<file path="src/hdl/rrr_pkg.sv">
`timescale 1ns / 1ps
// Shared types and constants for the register rename / reorder buffer core.
// No dependencies; the other files that use it refer to it by scoped names.
package rrr_pkg;

    localparam int REG_W    = 7;   // architectural register field
    localparam int TAG_W    = 6;   // tag fields on the stream ports
    localparam int FUNC_W   = 2;
    localparam int RW_W     = 4;   // retire_width register
    localparam int CFG_AW   = 3;
    localparam int CFG_DW   = 32;
    localparam int S_DATA_W = 32;
    localparam int M_DATA_W = 40;

    localparam logic            CFG_IDX_RETIRE_WIDTH = 1'b0;
    localparam logic [RW_W-1:0] RETIRE_WIDTH_RST     = 4'd1;

    // map table lookup slots
    localparam int LK_SRC1 = 0;
    localparam int LK_SRC2 = 1;
    localparam int LK_DEST = 2;
    localparam int LK_N    = 3;

    typedef enum logic [FUNC_W-1:0] {
        FUNC_RENAME    = 2'd0,
        FUNC_WRITEBACK = 2'd1,
        FUNC_RETIRE    = 2'd2
    } t_func;

    typedef logic [REG_W-1:0] t_reg;
    typedef logic [TAG_W-1:0] t_tag;

    typedef struct packed {
        logic [FUNC_W-1:0] func;
        t_reg              dest_reg;
        logic              dest_present;
        t_reg              src1_reg;
        logic              src1_present;
        t_reg              src2_reg;
        logic              src2_present;
        t_tag              done_tag;
    } t_in_item;

    typedef struct packed {
        logic accepted;
        t_tag alloc_tag;
        logic src1_from_rob;
        t_reg src1_name;
        logic src1_ready;
        logic src2_from_rob;
        t_reg src2_name;
        logic src2_ready;
        t_tag retired_tag;
        t_reg retired_dest;
        logic retired_has_dest;
        logic last;
    } t_out_item;

    typedef struct packed {
        logic                       load;
        logic [LK_N-1:0][REG_W-1:0] regs;
    } t_map_lookup;

    typedef struct packed {
        logic set;
        t_reg set_reg;
        logic clr;
        t_reg clr_reg;
    } t_map_update;

endpackage

</file>
<file path="src/hdl/rrr_ram.sv">
`timescale 1ns / 1ps
// Generic RAM: one write port, N_RD read ports, registered read data.
// Standalone; no package dependencies.
module rrr_ram #(
    parameter int WIDTH = 8,
    parameter int DEPTH = 16,
    parameter int N_RD  = 1
) (
    input  logic                     i_clk,
    input  logic                     i_we,
    input  logic [$clog2(DEPTH)-1:0] i_waddr,
    input  logic [WIDTH-1:0]         i_wdata,
    input  logic                     i_re,
    input  logic [$clog2(DEPTH)-1:0] i_raddr [N_RD],
    output logic [WIDTH-1:0]         o_rdata [N_RD]
);

    logic [WIDTH-1:0] r_mem [DEPTH];

    always_ff @(posedge i_clk) begin
        if (i_we) begin
            r_mem[i_waddr] <= i_wdata;
        end
        if (i_re) begin
            for (int k = 0; k < N_RD; k++) begin
                o_rdata[k] <= r_mem[i_raddr[k]];
            end
        end
    end

endmodule

</file>
<file path="src/hdl/rrr_map.sv">
`timescale 1ns / 1ps
// Rename map table: per-register valid flops plus tag RAMs, read when an item is loaded.
// Depends on rrr_pkg and rrr_ram.
module rrr_map #(
    parameter int ARCH_REGS = 67,
    parameter int ROB_DEPTH = 64
) (
    input  logic                         i_clk,
    input  logic                         i_rst_n,
    input  rrr_pkg::t_map_lookup         i_lookup,
    input  rrr_pkg::t_map_update         i_update,
    input  logic [$clog2(ROB_DEPTH)-1:0] i_set_tag,
    output logic [rrr_pkg::LK_N-1:0]     o_hit,
    output logic [$clog2(ROB_DEPTH)-1:0] o_tag [rrr_pkg::LK_N]
);

    localparam int AW = $clog2(ARCH_REGS);
    localparam int TW = $clog2(ROB_DEPTH);

    logic [ARCH_REGS-1:0]     r_valid;
    rrr_pkg::t_reg            r_reg [rrr_pkg::LK_N];
    logic [rrr_pkg::LK_N-1:0] r_fwd;
    logic [TW-1:0]            r_fwd_tag;

    logic [AW-1:0] ra_src [2];
    logic [AW-1:0] ra_dst [1];
    logic [TW-1:0] rd_src [2];
    logic [TW-1:0] rd_dst [1];
    logic [TW-1:0] raw    [rrr_pkg::LK_N];

    assign ra_src[0] = AW'(i_lookup.regs[rrr_pkg::LK_SRC1]);
    assign ra_src[1] = AW'(i_lookup.regs[rrr_pkg::LK_SRC2]);
    assign ra_dst[0] = AW'(i_lookup.regs[rrr_pkg::LK_DEST]);

    // source copy: two read ports
    rrr_ram #(.WIDTH(TW), .DEPTH(ARCH_REGS), .N_RD(2)) u_ram_src (
        .i_clk   (i_clk),
        .i_we    (i_update.set),
        .i_waddr (AW'(i_update.set_reg)),
        .i_wdata (i_set_tag),
        .i_re    (i_lookup.load),
        .i_raddr (ra_src),
        .o_rdata (rd_src)
    );

    // destination copy: previous mapping of the renamed register
    rrr_ram #(.WIDTH(TW), .DEPTH(ARCH_REGS), .N_RD(1)) u_ram_dst (
        .i_clk   (i_clk),
        .i_we    (i_update.set),
        .i_waddr (AW'(i_update.set_reg)),
        .i_wdata (i_set_tag),
        .i_re    (i_lookup.load),
        .i_raddr (ra_dst),
        .o_rdata (rd_dst)
    );

    always_ff @(posedge i_clk) begin
        if (!i_rst_n) begin
            r_valid <= '0;
        end else begin
            if (i_update.set) begin
                r_valid[AW'(i_update.set_reg)] <= 1'b1;
            end
            if (i_update.clr) begin
                r_valid[AW'(i_update.clr_reg)] <= 1'b0;
            end
        end
    end

    // Capture addresses with the read; forward a write landing on the same edge.
    always_ff @(posedge i_clk) begin
        if (i_lookup.load) begin
            for (int k = 0; k < rrr_pkg::LK_N; k++) begin
                r_reg[k] <= i_lookup.regs[k];
                r_fwd[k] <= i_update.set && (i_update.set_reg == i_lookup.regs[k]);
            end
            r_fwd_tag <= i_set_tag;
        end
    end

    always_comb begin
        raw[rrr_pkg::LK_SRC1] = rd_src[0];
        raw[rrr_pkg::LK_SRC2] = rd_src[1];
        raw[rrr_pkg::LK_DEST] = rd_dst[0];
        for (int k = 0; k < rrr_pkg::LK_N; k++) begin
            o_hit[k] = (32'(r_reg[k]) < ARCH_REGS) && r_valid[AW'(r_reg[k])];
            o_tag[k] = r_fwd[k] ? r_fwd_tag : raw[k];
        end
    end

endmodule

</file>
<file path="src/hdl/register_rename_rob_core.sv">
`timescale 1ns / 1ps
// Top level of the register rename unit with map table and circular reorder buffer.
// Depends on rrr_pkg, rrr_map and rrr_ram.
//
// Usage
//   Items enter on the s_axis channel: tuser carries the function (rename, writeback,
//   retire), tdata the register and tag fields. Results leave on m_axis, one per
//   transfer, with tlast on the final result of an item. retire_width is set over
//   the APB port (register 0, byte address 0) while the block is idle.
//   An accepted item sits in the input register and executes in the first cycle
//   that the output register is free (a writeback does not wait); its result is
//   presented from the output register the cycle after. Rename and writeback
//   complete as they execute, so one item a cycle is sustained while m_axis
//   does not stall. A retire item commits up to min(retire_width, MAX_RETIRE)
//   ready entries from the head, one result each (one result per cycle while
//   m_axis does not stall), possibly none. A writeback item produces no result.
//   Reset empties the buffer and map table and sets retire_width to 1; no
//   clearing pass is needed. When m_axis stalls, the output register holds, a
//   rename or retire item in the input register waits and s_axis tready drops;
//   a writeback in the input register still completes.
module register_rename_rob_core #(
    parameter int ROB_DEPTH  = 64,
    parameter int ARCH_REGS  = 67,
    parameter int MAX_RETIRE = 8
) (
    input  logic                           i_clk,
    input  logic                           i_rst_n,
    input  logic                           i_s_axis_tvalid,
    output logic                           o_s_axis_tready,
    // dest_reg[6:0], dest_present[7], src1_reg[14:8], src1_present[15],
    // src2_reg[22:16], src2_present[23], done_tag[29:24]
    input  logic [rrr_pkg::S_DATA_W-1:0]   i_s_axis_tdata,
    // func[1:0]
    input  logic [rrr_pkg::FUNC_W-1:0]     i_s_axis_tuser,
    output logic                           o_m_axis_tvalid,
    input  logic                           i_m_axis_tready,
    // accepted[0], alloc_tag[6:1], src1_from_rob[7], src1_name[14:8], src1_ready[15],
    // src2_from_rob[16], src2_name[23:17], src2_ready[24], retired_tag[30:25],
    // retired_dest[37:31], retired_has_dest[38]
    output logic [rrr_pkg::M_DATA_W-1:0]   o_m_axis_tdata,
    output logic                           o_m_axis_tlast,
    input  logic                           psel,
    input  logic                           penable,
    input  logic                           pwrite,
    input  logic [rrr_pkg::CFG_AW-1:0]     paddr,
    input  logic [rrr_pkg::CFG_DW-1:0]     pwdata,
    output logic [rrr_pkg::CFG_DW-1:0]     prdata,
    output logic                           pready
);

    localparam int TAG_AW = $clog2(ROB_DEPTH);
    localparam int OCC_W  = $clog2(ROB_DEPTH + 1);
    localparam int CNT_W  = $clog2(MAX_RETIRE + 1);

    // configuration
    logic [rrr_pkg::RW_W-1:0] r_retire_width;
    logic                     cfg_wr;

    // input and output registers
    logic                 r_in_vld;
    rrr_pkg::t_in_item    r_in;
    rrr_pkg::t_in_item    s_item;
    logic                 s_accept;
    logic                 r_out_vld;
    rrr_pkg::t_out_item   r_out;
    rrr_pkg::t_out_item   res;
    logic                 out_free;

    // reorder buffer state
    logic [ROB_DEPTH-1:0] r_ent_vld;
    logic [ROB_DEPTH-1:0] r_ent_rdy;
    logic [ROB_DEPTH-1:0] r_ent_sup;   // a younger rename took over the destination
    logic [TAG_AW-1:0]    r_head, n_head;
    logic [TAG_AW-1:0]    r_tail, n_tail;
    logic [OCC_W-1:0]     r_occ, n_occ;
    logic [CNT_W-1:0]     r_cnt, n_cnt;
    logic [TAG_AW-1:0]    head_inc, tail_inc;

    // execute controls
    logic emit, in_done, alloc, wb_set, commit;
    logic buf_full, dhas, dest_ok;
    logic head_ok, next_ok, commit_ok, commit_last;
    logic [CNT_W-1:0]     retire_limit;
    logic [CNT_W:0]       cnt_inc;
    logic [TAG_AW-1:0]    wb_idx;
    logic                 wb_tag_ok;
    logic                 s1_map, s1_reg_ok, s2_map, s2_reg_ok;

    // map table and entry RAM
    rrr_pkg::t_map_lookup         lookup;
    rrr_pkg::t_map_update         update;
    logic [rrr_pkg::LK_N-1:0]     map_hit;
    logic [TAG_AW-1:0]            map_tag [rrr_pkg::LK_N];
    logic [TAG_AW-1:0]            ent_raddr [1];
    logic [rrr_pkg::REG_W:0]      ent_rdata [1];
    logic [rrr_pkg::REG_W:0]      ent_wdata;
    logic                         ent_has;
    rrr_pkg::t_reg                ent_dest;

    // ---------------------------------------------------------------- APB
    assign pready = 1'b1;
    assign cfg_wr = psel && penable && pwrite && pready;
    assign prdata = (paddr[2] == rrr_pkg::CFG_IDX_RETIRE_WIDTH)
                  ? rrr_pkg::CFG_DW'(r_retire_width) : '0;

    always_ff @(posedge i_clk) begin
        if (!i_rst_n) begin
            r_retire_width <= rrr_pkg::RETIRE_WIDTH_RST;
        end else if (cfg_wr && (paddr[2] == rrr_pkg::CFG_IDX_RETIRE_WIDTH)) begin
            r_retire_width <= pwdata[rrr_pkg::RW_W-1:0];
        end
    end

    // ------------------------------------------------------- stream unpack
    assign s_item.func         = i_s_axis_tuser;
    assign s_item.dest_reg     = i_s_axis_tdata[6:0];
    assign s_item.dest_present = i_s_axis_tdata[7];
    assign s_item.src1_reg     = i_s_axis_tdata[14:8];
    assign s_item.src1_present = i_s_axis_tdata[15];
    assign s_item.src2_reg     = i_s_axis_tdata[22:16];
    assign s_item.src2_present = i_s_axis_tdata[23];
    assign s_item.done_tag     = i_s_axis_tdata[29:24];

    // Take a new item when the input register is empty or the held one finishes this cycle.
    assign out_free        = !r_out_vld || i_m_axis_tready;
    assign o_s_axis_tready = !r_in_vld || in_done;
    assign s_accept        = i_s_axis_tvalid && o_s_axis_tready;

    // ---------------------------------------------------------- map table
    // Map RAMs are read on the input transfer so their data lines up with r_in.
    assign lookup.load                 = s_accept;
    assign lookup.regs[rrr_pkg::LK_SRC1] = s_item.src1_reg;
    assign lookup.regs[rrr_pkg::LK_SRC2] = s_item.src2_reg;
    assign lookup.regs[rrr_pkg::LK_DEST] = s_item.dest_reg;

    assign update.set     = alloc && dhas;
    assign update.set_reg = r_in.dest_reg;
    // Drop the mapping on commit only if no younger rename took it over.
    assign update.clr     = commit && ent_has && !r_ent_sup[r_head];
    assign update.clr_reg = ent_dest;

    rrr_map #(.ARCH_REGS(ARCH_REGS), .ROB_DEPTH(ROB_DEPTH)) u_map (
        .i_clk     (i_clk),
        .i_rst_n   (i_rst_n),
        .i_lookup  (lookup),
        .i_update  (update),
        .i_set_tag (r_tail),
        .o_hit     (map_hit),
        .o_tag     (map_tag)
    );

    // ------------------------------------------------- entry destinations
    // Read at the next head every cycle; a retiring entry was written by an earlier
    // rename, since a writeback must mark it ready first.
    assign ent_raddr[0] = n_head;
    assign ent_wdata    = {dhas, dhas ? r_in.dest_reg : rrr_pkg::t_reg'(0)};
    assign ent_has      = ent_rdata[0][rrr_pkg::REG_W];
    assign ent_dest     = ent_rdata[0][rrr_pkg::REG_W-1:0];

    rrr_ram #(.WIDTH(rrr_pkg::REG_W + 1), .DEPTH(ROB_DEPTH), .N_RD(1)) u_ent_ram (
        .i_clk   (i_clk),
        .i_we    (alloc),
        .i_waddr (r_tail),
        .i_wdata (ent_wdata),
        .i_re    (1'b1),
        .i_raddr (ent_raddr),
        .o_rdata (ent_rdata)
    );

    // ------------------------------------------------------ execute logic
    assign head_inc = (r_head == TAG_AW'(ROB_DEPTH - 1)) ? '0 : r_head + 1'b1;
    assign tail_inc = (r_tail == TAG_AW'(ROB_DEPTH - 1)) ? '0 : r_tail + 1'b1;
    assign buf_full = (r_occ == OCC_W'(ROB_DEPTH));

    assign dest_ok = 32'(r_in.dest_reg) < ARCH_REGS;
    assign dhas    = r_in.dest_present && dest_ok;

    assign s1_map    = r_in.src1_present && map_hit[rrr_pkg::LK_SRC1];
    assign s1_reg_ok = r_in.src1_present && (32'(r_in.src1_reg) < ARCH_REGS);
    assign s2_map    = r_in.src2_present && map_hit[rrr_pkg::LK_SRC2];
    assign s2_reg_ok = r_in.src2_present && (32'(r_in.src2_reg) < ARCH_REGS);

    assign wb_idx    = TAG_AW'(r_in.done_tag);
    assign wb_tag_ok = 32'(r_in.done_tag) < ROB_DEPTH;

    // Clamp the retire width to the commit lanes available.
    assign retire_limit = (32'(r_retire_width) > MAX_RETIRE)
                        ? CNT_W'(MAX_RETIRE) : CNT_W'(r_retire_width);
    assign cnt_inc      = {1'b0, r_cnt} + (CNT_W + 1)'(1);
    assign head_ok      = r_ent_vld[r_head] && r_ent_rdy[r_head];
    assign next_ok      = r_ent_vld[head_inc] && r_ent_rdy[head_inc];
    assign commit_ok    = (r_cnt < retire_limit) && head_ok;
    // Mark last when the width is used up or the following entry cannot commit.
    assign commit_last  = (cnt_inc >= {1'b0, retire_limit}) || !next_ok;

    always_comb begin
        res     = '0;
        emit    = 1'b0;
        in_done = 1'b0;
        alloc   = 1'b0;
        wb_set  = 1'b0;
        commit  = 1'b0;
        if (r_in_vld) begin
            unique case (rrr_pkg::t_func'(r_in.func))
                rrr_pkg::FUNC_RENAME: begin
                    if (out_free) begin
                        emit     = 1'b1;
                        in_done  = 1'b1;
                        res.last = 1'b1;
                        if (!buf_full) begin
                            alloc             = 1'b1;
                            res.accepted      = 1'b1;
                            res.alloc_tag     = rrr_pkg::t_tag'(r_tail);
                            res.src1_from_rob = s1_map;
                            res.src1_name     = s1_map ? rrr_pkg::t_reg'(map_tag[rrr_pkg::LK_SRC1])
                                              : (s1_reg_ok ? r_in.src1_reg : '0);
                            res.src1_ready    = s1_map ? r_ent_rdy[map_tag[rrr_pkg::LK_SRC1]]
                                              : 1'b1;
                            res.src2_from_rob = s2_map;
                            res.src2_name     = s2_map ? rrr_pkg::t_reg'(map_tag[rrr_pkg::LK_SRC2])
                                              : (s2_reg_ok ? r_in.src2_reg : '0);
                            res.src2_ready    = s2_map ? r_ent_rdy[map_tag[rrr_pkg::LK_SRC2]]
                                              : 1'b1;
                        end
                    end
                end
                rrr_pkg::FUNC_WRITEBACK: begin
                    in_done = 1'b1;
                    wb_set  = wb_tag_ok && r_ent_vld[wb_idx];
                end
                rrr_pkg::FUNC_RETIRE: begin
                    if (out_free) begin
                        if (commit_ok) begin
                            commit               = 1'b1;
                            emit                 = 1'b1;
                            in_done              = commit_last;
                            res.retired_tag      = rrr_pkg::t_tag'(r_head);
                            res.retired_dest     = ent_dest;
                            res.retired_has_dest = ent_has;
                            res.last             = commit_last;
                        end else begin
                            in_done = 1'b1;
                        end
                    end
                end
                default: begin
                    in_done = 1'b1;
                end
            endcase
        end
    end

    // Advance pointers and the retire commit count; return both pointers to zero when the last entry leaves.
    always_comb begin
        n_head = r_head;
        n_tail = r_tail;
        n_occ  = r_occ;
        if (alloc) begin
            n_tail = tail_inc;
            n_occ  = r_occ + 1'b1;
        end
        if (commit) begin
            if (r_occ == OCC_W'(1)) begin
                n_head = '0;
                n_tail = '0;
            end else begin
                n_head = head_inc;
            end
            n_occ = r_occ - 1'b1;
        end
        if (in_done) begin
            n_cnt = '0;
        end else if (commit) begin
            n_cnt = CNT_W'(cnt_inc);
        end else begin
            n_cnt = r_cnt;
        end
    end

    // ------------------------------------------------------------ registers
    always_ff @(posedge i_clk) begin
        if (!i_rst_n) begin
            r_ent_vld <= '0;
            r_ent_rdy <= '0;
            r_ent_sup <= '0;
            r_head    <= '0;
            r_tail    <= '0;
            r_occ     <= '0;
            r_cnt     <= '0;
            r_in_vld  <= 1'b0;
            r_out_vld <= 1'b0;
        end else begin
            r_head <= n_head;
            r_tail <= n_tail;
            r_occ  <= n_occ;
            r_cnt  <= n_cnt;
            if (alloc) begin
                r_ent_vld[r_tail] <= 1'b1;
                r_ent_rdy[r_tail] <= 1'b0;
                r_ent_sup[r_tail] <= 1'b0;
                if (dhas && map_hit[rrr_pkg::LK_DEST]) begin
                    r_ent_sup[map_tag[rrr_pkg::LK_DEST]] <= 1'b1;
                end
            end
            if (wb_set) begin
                r_ent_rdy[wb_idx] <= 1'b1;
            end
            if (commit) begin
                r_ent_vld[r_head] <= 1'b0;
                r_ent_rdy[r_head] <= 1'b0;
            end
            if (o_s_axis_tready) begin
                r_in_vld <= i_s_axis_tvalid;
            end
            if (emit) begin
                r_out_vld <= 1'b1;
            end else if (i_m_axis_tready) begin
                r_out_vld <= 1'b0;
            end
        end
    end

    // payload: hold until the next transfer
    always_ff @(posedge i_clk) begin
        if (s_accept) begin
            r_in <= s_item;
        end
        if (emit) begin
            r_out <= res;
        end
    end

    assign o_m_axis_tvalid = r_out_vld;
    assign o_m_axis_tlast  = r_out.last;
    assign o_m_axis_tdata  = {1'b0,
                              r_out.retired_has_dest, r_out.retired_dest, r_out.retired_tag,
                              r_out.src2_ready, r_out.src2_name, r_out.src2_from_rob,
                              r_out.src1_ready, r_out.src1_name, r_out.src1_from_rob,
                              r_out.alloc_tag, r_out.accepted};

    // ----------------------------------------------------------- assertions
    a_occ_bound: assert property (@(posedge i_clk) disable iff (!i_rst_n)
        32'(r_occ) <= ROB_DEPTH)
        else $error("occupancy beyond buffer depth");

    a_occ_count: assert property (@(posedge i_clk) disable iff (!i_rst_n)
        $countones(r_ent_vld) == 32'(r_occ))
        else $error("valid entries disagree with occupancy");

    a_empty_home: assert property (@(posedge i_clk) disable iff (!i_rst_n)
        (r_occ == '0) |-> ((r_head == '0) && (r_tail == '0)))
        else $error("empty buffer with pointers away from zero");

    a_head_valid: assert property (@(posedge i_clk) disable iff (!i_rst_n)
        (r_occ != '0) |-> r_ent_vld[r_head])
        else $error("occupied buffer with free head entry");

endmodule

</file>
<file path="config.mk">
export PLATFORM = sky130hd
export DESIGN_NAME = register_rename_rob_core
export DESIGN_NICKNAME = d
export VERILOG_FILES = /design/src/hdl/rrr_pkg.sv /design/src/hdl/rrr_ram.sv /design/src/hdl/rrr_map.sv /design/src/hdl/register_rename_rob_core.sv
export SDC_FILE = /design/constraint.sdc
export NUM_CORES = 2
export LEC_CHECK = 0
export BUFFER_PORTS_ARGS = -buffer_cell sky130_fd_sc_hd__clkbuf_2
export CELL_PAD_IN_SITES_DETAIL_PLACEMENT = 1
export CELL_PAD_IN_SITES_GLOBAL_PLACEMENT = 1
export CORE_ASPECT_RATIO = 1.25
export CORE_MARGIN = 1.5
export CORE_UTILIZATION = 53
export DETAILED_ROUTE_END_ITERATION = 10
export PLACE_DENSITY_LB_ADDON = 0.1
export SYNTH_ARGS = -nofsm -noshare
export SYNTH_HDL_FRONTEND = slang
export SYNTH_SLANG_ARGS = --single-unit
</file>
<file path="constraint.sdc">
create_clock -name i_clk -period 8 [get_ports i_clk]
set_input_delay 2 -clock i_clk [delete_from_list [all_inputs] [get_ports i_clk]]
set_output_delay 2 -clock i_clk [all_outputs]
set_load 0.01 [all_outputs]
</file>
# Yosys cells after proc, flatten, opt, wreduce, memory -nomap -nowiden
# Memory sizes are Yosys's and may differ from the RTL's. A register that Yosys moved wholly into a read port is not among the register bits.
# Index checks and enable logic that the tools add are counted.
# op_classes
addsub	5
order_cmp	27
eq_ne	9
mux	96
bitwise_logic	19
reduce_logical	44
# op_table
cell	n
$mux 64	9
$and 64x64->64	4
$mux 67	3
$or 64x64->64	3
$not 64->64	2
$and 67x67->67	1
$not 67->67	1
$or 67x67->67	1
$mux 6	10
$lt 6x7->1 const B	7
$mux 7	7
$bmux 1 s6	8
$mux 1	44
$lt 7x7->1 const B	6
$lt 7x8->1 const B	5
$logic_and 1x1->1	28
$mux 25	1
$demux 1 s6	4
$ge 6x1->1 const B	4
$bmux 1 s7	3
$eq 7x7->1	3
$demux 1 s7	2
$ge 7x1->1 const B	2
$add 6x1->6 const B	2
23 further kinds	40
# word_totals
ff_bits	369
ramBits	1337
input_bits	76
wordCells	239
mem_count	4
# memory_table
name	depth	word_bits	read_ports	rd_ports_with_merged_regs	write_ports	line_no	source
u_ent_ram.r_mem	64	8	1	1	1	rrr_ram.sv:18	logic [WIDTH-1:0] r_mem [DEPTH];
u_map.u_ram_dst.r_mem	67	6	1	1	1	rrr_ram.sv:18	
u_map.u_ram_src.r_mem	67	6	2	2	1	rrr_ram.sv:18	
u_map.r_reg	3	7	3	0	3	rrr_map.sv:21	rrr_pkg::t_reg r_reg [rrr_pkg::LK_N];

# Longest topological paths before layout
# depth
ltp_word	15
depth_mapped	17
depth_no_buf	14

# Modules after synthesis
# From an unflattened synthesis, not the netlist that was laid out.
# unflattened
cells_unflattened	5143
area_unflattened_um2	78171.2
# modules_own_cells
module	n_inst	cells_each	area_per_inst_um2	seq_area_each_um2
rrr_ram (u_ent_ram)	1	940	20246.9	15615.0
rrr_ram (u_map.u_ram_src)	1	1036	19443.6	12431.9
register_rename_rob_core	1	1781	16732.3	6586.3
rrr_ram (u_map.u_ram_dst)	1	783	15945.3	12251.8
rrr_map	1	603	5803.1	2242.2

# Least setup slack after synthesis
# No wires, ideal clock.
# synth_timing
kind	reg-to-reg
start	register r_retire_width[3] in the netlist's numbering
end	register r_out_vld, in the netlist o_m_axis_tvalid
setup_ns	0.083
arrival_ns	6.066
required_time_ns	7.917
setup_slack_ns	1.852
path_stages_with_launch	14
path_buffers	1
synth_period_minus_slack_ns	6.148
path_cell_list	dfxtp_1 > inv_1 > nand2_1 > ha_1 > nor2b_1 > o21ai_0 > nand2b_1 > a2111oi_0 > o31a_1 > clkbuf_1 > nand2b_1 > a211oi_1 > inv_1 > a21boi_0
# synth_via
elab_chain_len	9
elab_cells_between_ends	10
# synth_rtl
element	line_no	source
from (decl)	register_rename_rob_core.sv:56	logic [rrr_pkg::RW_W-1:0] r_retire_width;
from (signal assigned)	register_rename_rob_core.sv:108	r_retire_width <= rrr_pkg::RETIRE_WIDTH_RST;
from (signal assigned)	register_rename_rob_core.sv:110	r_retire_width <= pwdata[rrr_pkg::RW_W-1:0];
$gt 4x4->1	register_rename_rob_core.sv:187	assign retire_limit = (32'(r_retire_width) > MAX_RETIRE)
$mux 4 *	register_rename_rob_core.sv:188	? CNT_W'(MAX_RETIRE) : CNT_W'(r_retire_width);
$lt 4x4->1 *	register_rename_rob_core.sv:192	assign commit_ok = (r_cnt < retire_limit) && head_ok;
$logic_and 1x1->1 *	register_rename_rob_core.sv:192	
$mux 1 *	register_rename_rob_core.sv:233	if (commit_ok) begin
$mux 1 *	register_rename_rob_core.sv:232	if (out_free) begin
$pmux 1 s2 *	register_rename_rob_core.sv:204	unique case (rrr_pkg::t_func'(r_in.func))
$mux 1 *	register_rename_rob_core.sv:203	if (r_in_vld) begin
net emit	register_rename_rob_core.sv:80	logic emit, in_done, alloc, wb_set, commit;
$mux 1 / $reduce_bool 2->1 (equally long branches)	--	
to (signal assigned)	register_rename_rob_core.sv:291	r_out_vld <= 1'b0;
to (signal assigned)	register_rename_rob_core.sv:316	r_out_vld <= 1'b1;
to (signal assigned)	register_rename_rob_core.sv:318	r_out_vld <= 1'b0;
to (decl)	register_rename_rob_core.sv:64	logic r_out_vld;
# The timed path passes the listed nets; every way through them passes the cells marked *.
# A chain may end at the register's enable or synchronous reset.

# Worst setup path after layout
# layout_timing
start	register r_head[1]
end	output o_s_axis_tready
# layout_via
elab_chain_len	12
elab_cells_between_ends	21
# layout_rtl
element	line_no	source
from (decl)	register_rename_rob_core.sv:73	logic [TAG_AW-1:0] r_head, n_head;
from (signal assigned)	register_rename_rob_core.sv:293	r_head <= n_head;
$add 6x1->6 / $eq 6x6->1 (equally long branches)	register_rename_rob_core.sv:171	assign head_inc = (r_head == TAG_AW'(ROB_DEPTH - 1)) ? '0 : r_head + 1'b1;
$mux 6	register_rename_rob_core.sv:171	
$bmux 1 s6	register_rename_rob_core.sv:191	assign next_ok = r_ent_vld[head_inc] && r_ent_rdy[head_inc];
$mux 1 (implied by the code)	register_rename_rob_core.sv:191	
$logic_and 1x1->1	register_rename_rob_core.sv:191	
$logic_not 1->1	register_rename_rob_core.sv:194	assign commit_last = (cnt_inc >= {1'b0, retire_limit}) || !next_ok;
$logic_or 1x1->1	register_rename_rob_core.sv:194	
$mux 1 *	register_rename_rob_core.sv:233	
$mux 1 *	register_rename_rob_core.sv:232	
$pmux 1 s2 *	register_rename_rob_core.sv:204	
$mux 1 *	register_rename_rob_core.sv:203	
$logic_or 1x1->1 *	register_rename_rob_core.sv:126	assign o_s_axis_tready = !r_in_vld || in_done;
to (decl)	register_rename_rob_core.sv:29	output logic o_s_axis_tready,
# Mark *: on every way between the ends. The rest lies on a longest branch, timed or not. The select of a mux whose other input is x is not followed.

==> impl_metrics.py <==
metrics = {
    "clock_network": {
        "clkLatencyLatePin_ns": 0.79,
        "tritoncts": "done",
        "ctsHtreeMaxLevel": 4,
        "clk_pin_slew_ns": 0.06,
        "cts-root-buf": "clkbuf_16",
        "hold_buffers": 0,
        "numCtsBuffers": 136,
        "clock_path_buffers": 3,
        "numClockSinks": 1309,
        "ctsResizeCount": 0,
        "cts_setup_buffers": 0,
    },
    "final_layout": {
        "drive_above_1_share_pct": 21.83,
        "fillers": 11600,
        "largest_reg_flops": 512,
        "seq_area_um2": 36360,
        "multi_input_area_um2": 26220,
        "fin_area_um2": 70990,
        "fin_nets": 4925,
        "regMostFlops": "u_ent_ram.r_mem",
        "largestRegisters": "u_ent_ram.r_mem: 512 flops, u_map.u_ram_src.r_mem: 282 flops, u_map.u_ram_dst.r_mem: 120 flops",
        "area_delta_synth_final_pct": 10.42,
    },
    "worst_setup_path": {
        "start_kind": "flip-flop",
        "crit_chain": "buf_4 -> or2_1 -> o22ai_1 -> o311ai_0 -> o2111ai_1 -> nor4_1 -> nand2b_1 -> o22a_1 -> nor2b_1 -> inv_1 -> clkbuf_2",
        "cp-end-kind": "output pin",
        "cp_slowest_cell": "nor4_1",
        "arrival_ns": 5.69,
        "crit_required_ns": 6.00,
        "cp_slowest_stage_delay_ns": 1.21,
        "path_max_fanout": 39,
        "crit_type": "reg -> out",
    },
    "global_routing": {
        "grtUsageMet3_pct": 7.182,
        "track_usage_pct": 39.63,
        "met1_usage_pct": 46.67,
        "overflow": 0,
        "grt_max_degree": 88,
        "top_usage_layer": "met2",
        "grt_antenna_before_repair": 14,
        "grt_pass1_wl_um": 344400,
        "grt_use_met2_pct": 65.21,
        "first_global_vias": 46660,
    },
    "floorplan": {
        "core.rowCount": 142,
        "die_x_um": 314.5,
        "die_h_um": 392.4,
        "ioPinCount": 152,
        "die_area_um2": 123400,
        "core-area_um2": 120100,
        "initial_utilization_pct": 53.53,
    },
    "logic_synthesis": {
        "synth.area.top_cells": "edfxtp_1 47%, mux4_2 16%, dfxtp_1 9.2%",
        "yosys.area.top_type": "edfxtp_1",
        "synth_async_sr_flop_share_pct": 0,
        "yosysMostFrequentCell": "edfxtp_1",
        "synthCells": 4822,
        "ys_seq_elements": 1309,
        "yosysWarnings": 0,
        "yosysSeqAreaShare_pct": 56.53,
        "synth_common_cells": "1,013 x edfxtp_1, 514 x nand2_1, 457 x mux4_2",
        "synth_ff_type": "edfxtp_1",
        "synth.distinct_cells": 81,
        "netlist_area_um2": 64300,
        "avgSynthCellArea_um2": 13.33,
        "synth_edf_count": 1013,
        "synth_top_area_share_pct": 47.31,
    },
    "place": {
        "hpwl_um": 166000,
        "io_buffers": 89,
        "postPlaceCellArea_um2": 66440,
        "gp_routability_congestion": 1.012,
        "place_ws_ns": 1.102,
    },
    "power_and_ir_drop": {
        "power.total_mw": 14.51,
        "p_per_area_nw_per_um2": 204.4,
        "peakVddDrop_mv": 0.2230,
        "leakage_nw": 23.63,
    },
    "drt": {
        "drt_iter0_drc": 5689,
        "ant_nets": 0,
        "vias": 46060,
        "drc": 0,
        "wirelength_um": 243300,
        "firstDrtPassIters": 7,
        "wl_per_cell_um": 37.25,
        "vias_per_cell": 7.050,
    },
    "sta": {
        "finalSetupViolCount": 0,
        "fin_ws_ns": 0.3138,
        "min_period_over_period_pct": 96.08,
        "maxSlewViolCount": 0,
        "final.min_clock_period_ns": 7.686,
        "rsz0062_at_grt": "false",
        "relSlewSlack_pct": 1.431,
        "skew_ns": 0.03573,
        "worstMarginPinSlew_ns": 1.465,
        "timing.hold.ws_ns": 0.4734,
        "fmax_ghz": 0.1301,
        "setup_tns_ns": 0,
        "hold_viol": 0,
    },
    "status": {
        "violations": "max-capacitance violations",
        "status": "finished, violations left",
    },
    "worst_hold_path": {
        "hold_class": "reg -> reg",
    },
    "run": {
        "drv_cap": 1,
    },
}
[per-layer routing]
metal	vias to the layer above	share of wire, %	wire, um
met4	8	8.6	21030
met1	23760	35	84310
met2	2632	49	118300
met5	-	0.022	54
met3	794	8.1	19680
li1	18860	-	-
[stage by stage]
stage	utilization (%)	instances
2_1_floorplan	-	4850
3_3_place_gp	55.32	6280
3_5_place_dp	55.32	6280
4_1_cts	59.09	6526
5_1_grt	59.09	6526
6_report	59.11	6533
[final cells by class]
| cell class | count | share of cell area [%] |
|---|---|---|
| clock buffer | 173 | 5.233 |
| tap | 1584 | 2.792 |
| inverter | 103 | 0.5446 |
| clock inverter | 73 | 1.149 |
| sequential | 1309 | 51.22 |
| multi-input combinational | 3067 | 36.93 |
| timing repair buffer | 217 | 2.115 |
| antenna | 7 | 0.02467 |
[worst max-delay path, delay by kind of cell, from the launching register on]
family          cells  cell delay, ns
flops               1            0.66
buf+inv             3            0.76
compound gates      4            1.25
simple gates        4            2.20
[final timing paths]
check             cells past startpoint          start              endpoint  slack (ns)
setup / recovery                     11      r_head[1]       o_s_axis_tready        0.31
hold / removal                        2  r_ent_sup[54]         r_ent_sup[54]        0.47
setup reg to reg                     13      r_head[1]  u_ent_ram.o_rdata[3]        0.61
hold reg to reg                       2  r_ent_sup[54]         r_ent_sup[54]        0.47
[placed cells by master (no fill, tap or decap), types with 23 or more instances in the layout]
master        n
clkbuf_2     79
buf_4       126
nand2b_1     25
nor2b_1      45
mux2i_1     153
a31oi_1      42
dfxtp_1     287
nand3_1     127
xnor2_1      31
a21oi_1      90
o21ai_0     251
nor3_1       27
clkbuf_16   138
mux4_2      457
mux2_2       58
a22oi_1      91
inv_1       102
a311oi_1     23
a21boi_0     41
o221a_2      69
edfxtp_1   1013
nor2_1      390
nand2_1     514
and2_1       69
and3_1      108
a221oi_1     39
conb_1       30
a211oi_1     73
[logic make-up after synthesis]
family,synth area share [%]
buf+inv,3.166
other cells,0.01168
flops,56.53
simple gates,9.802
xor+xnor,0.5313
fa+ha+maj,0.2919
mux,19.51
compound gates,10.15
[where the power goes]
group          internal, mW  switching [mW]  total (mW)
Combinational         0.188           0.405       0.594
Sequential             7.30          0.0397        7.34
Clock                  3.79            2.80        6.58
Power figures use the tool's default switching activity.
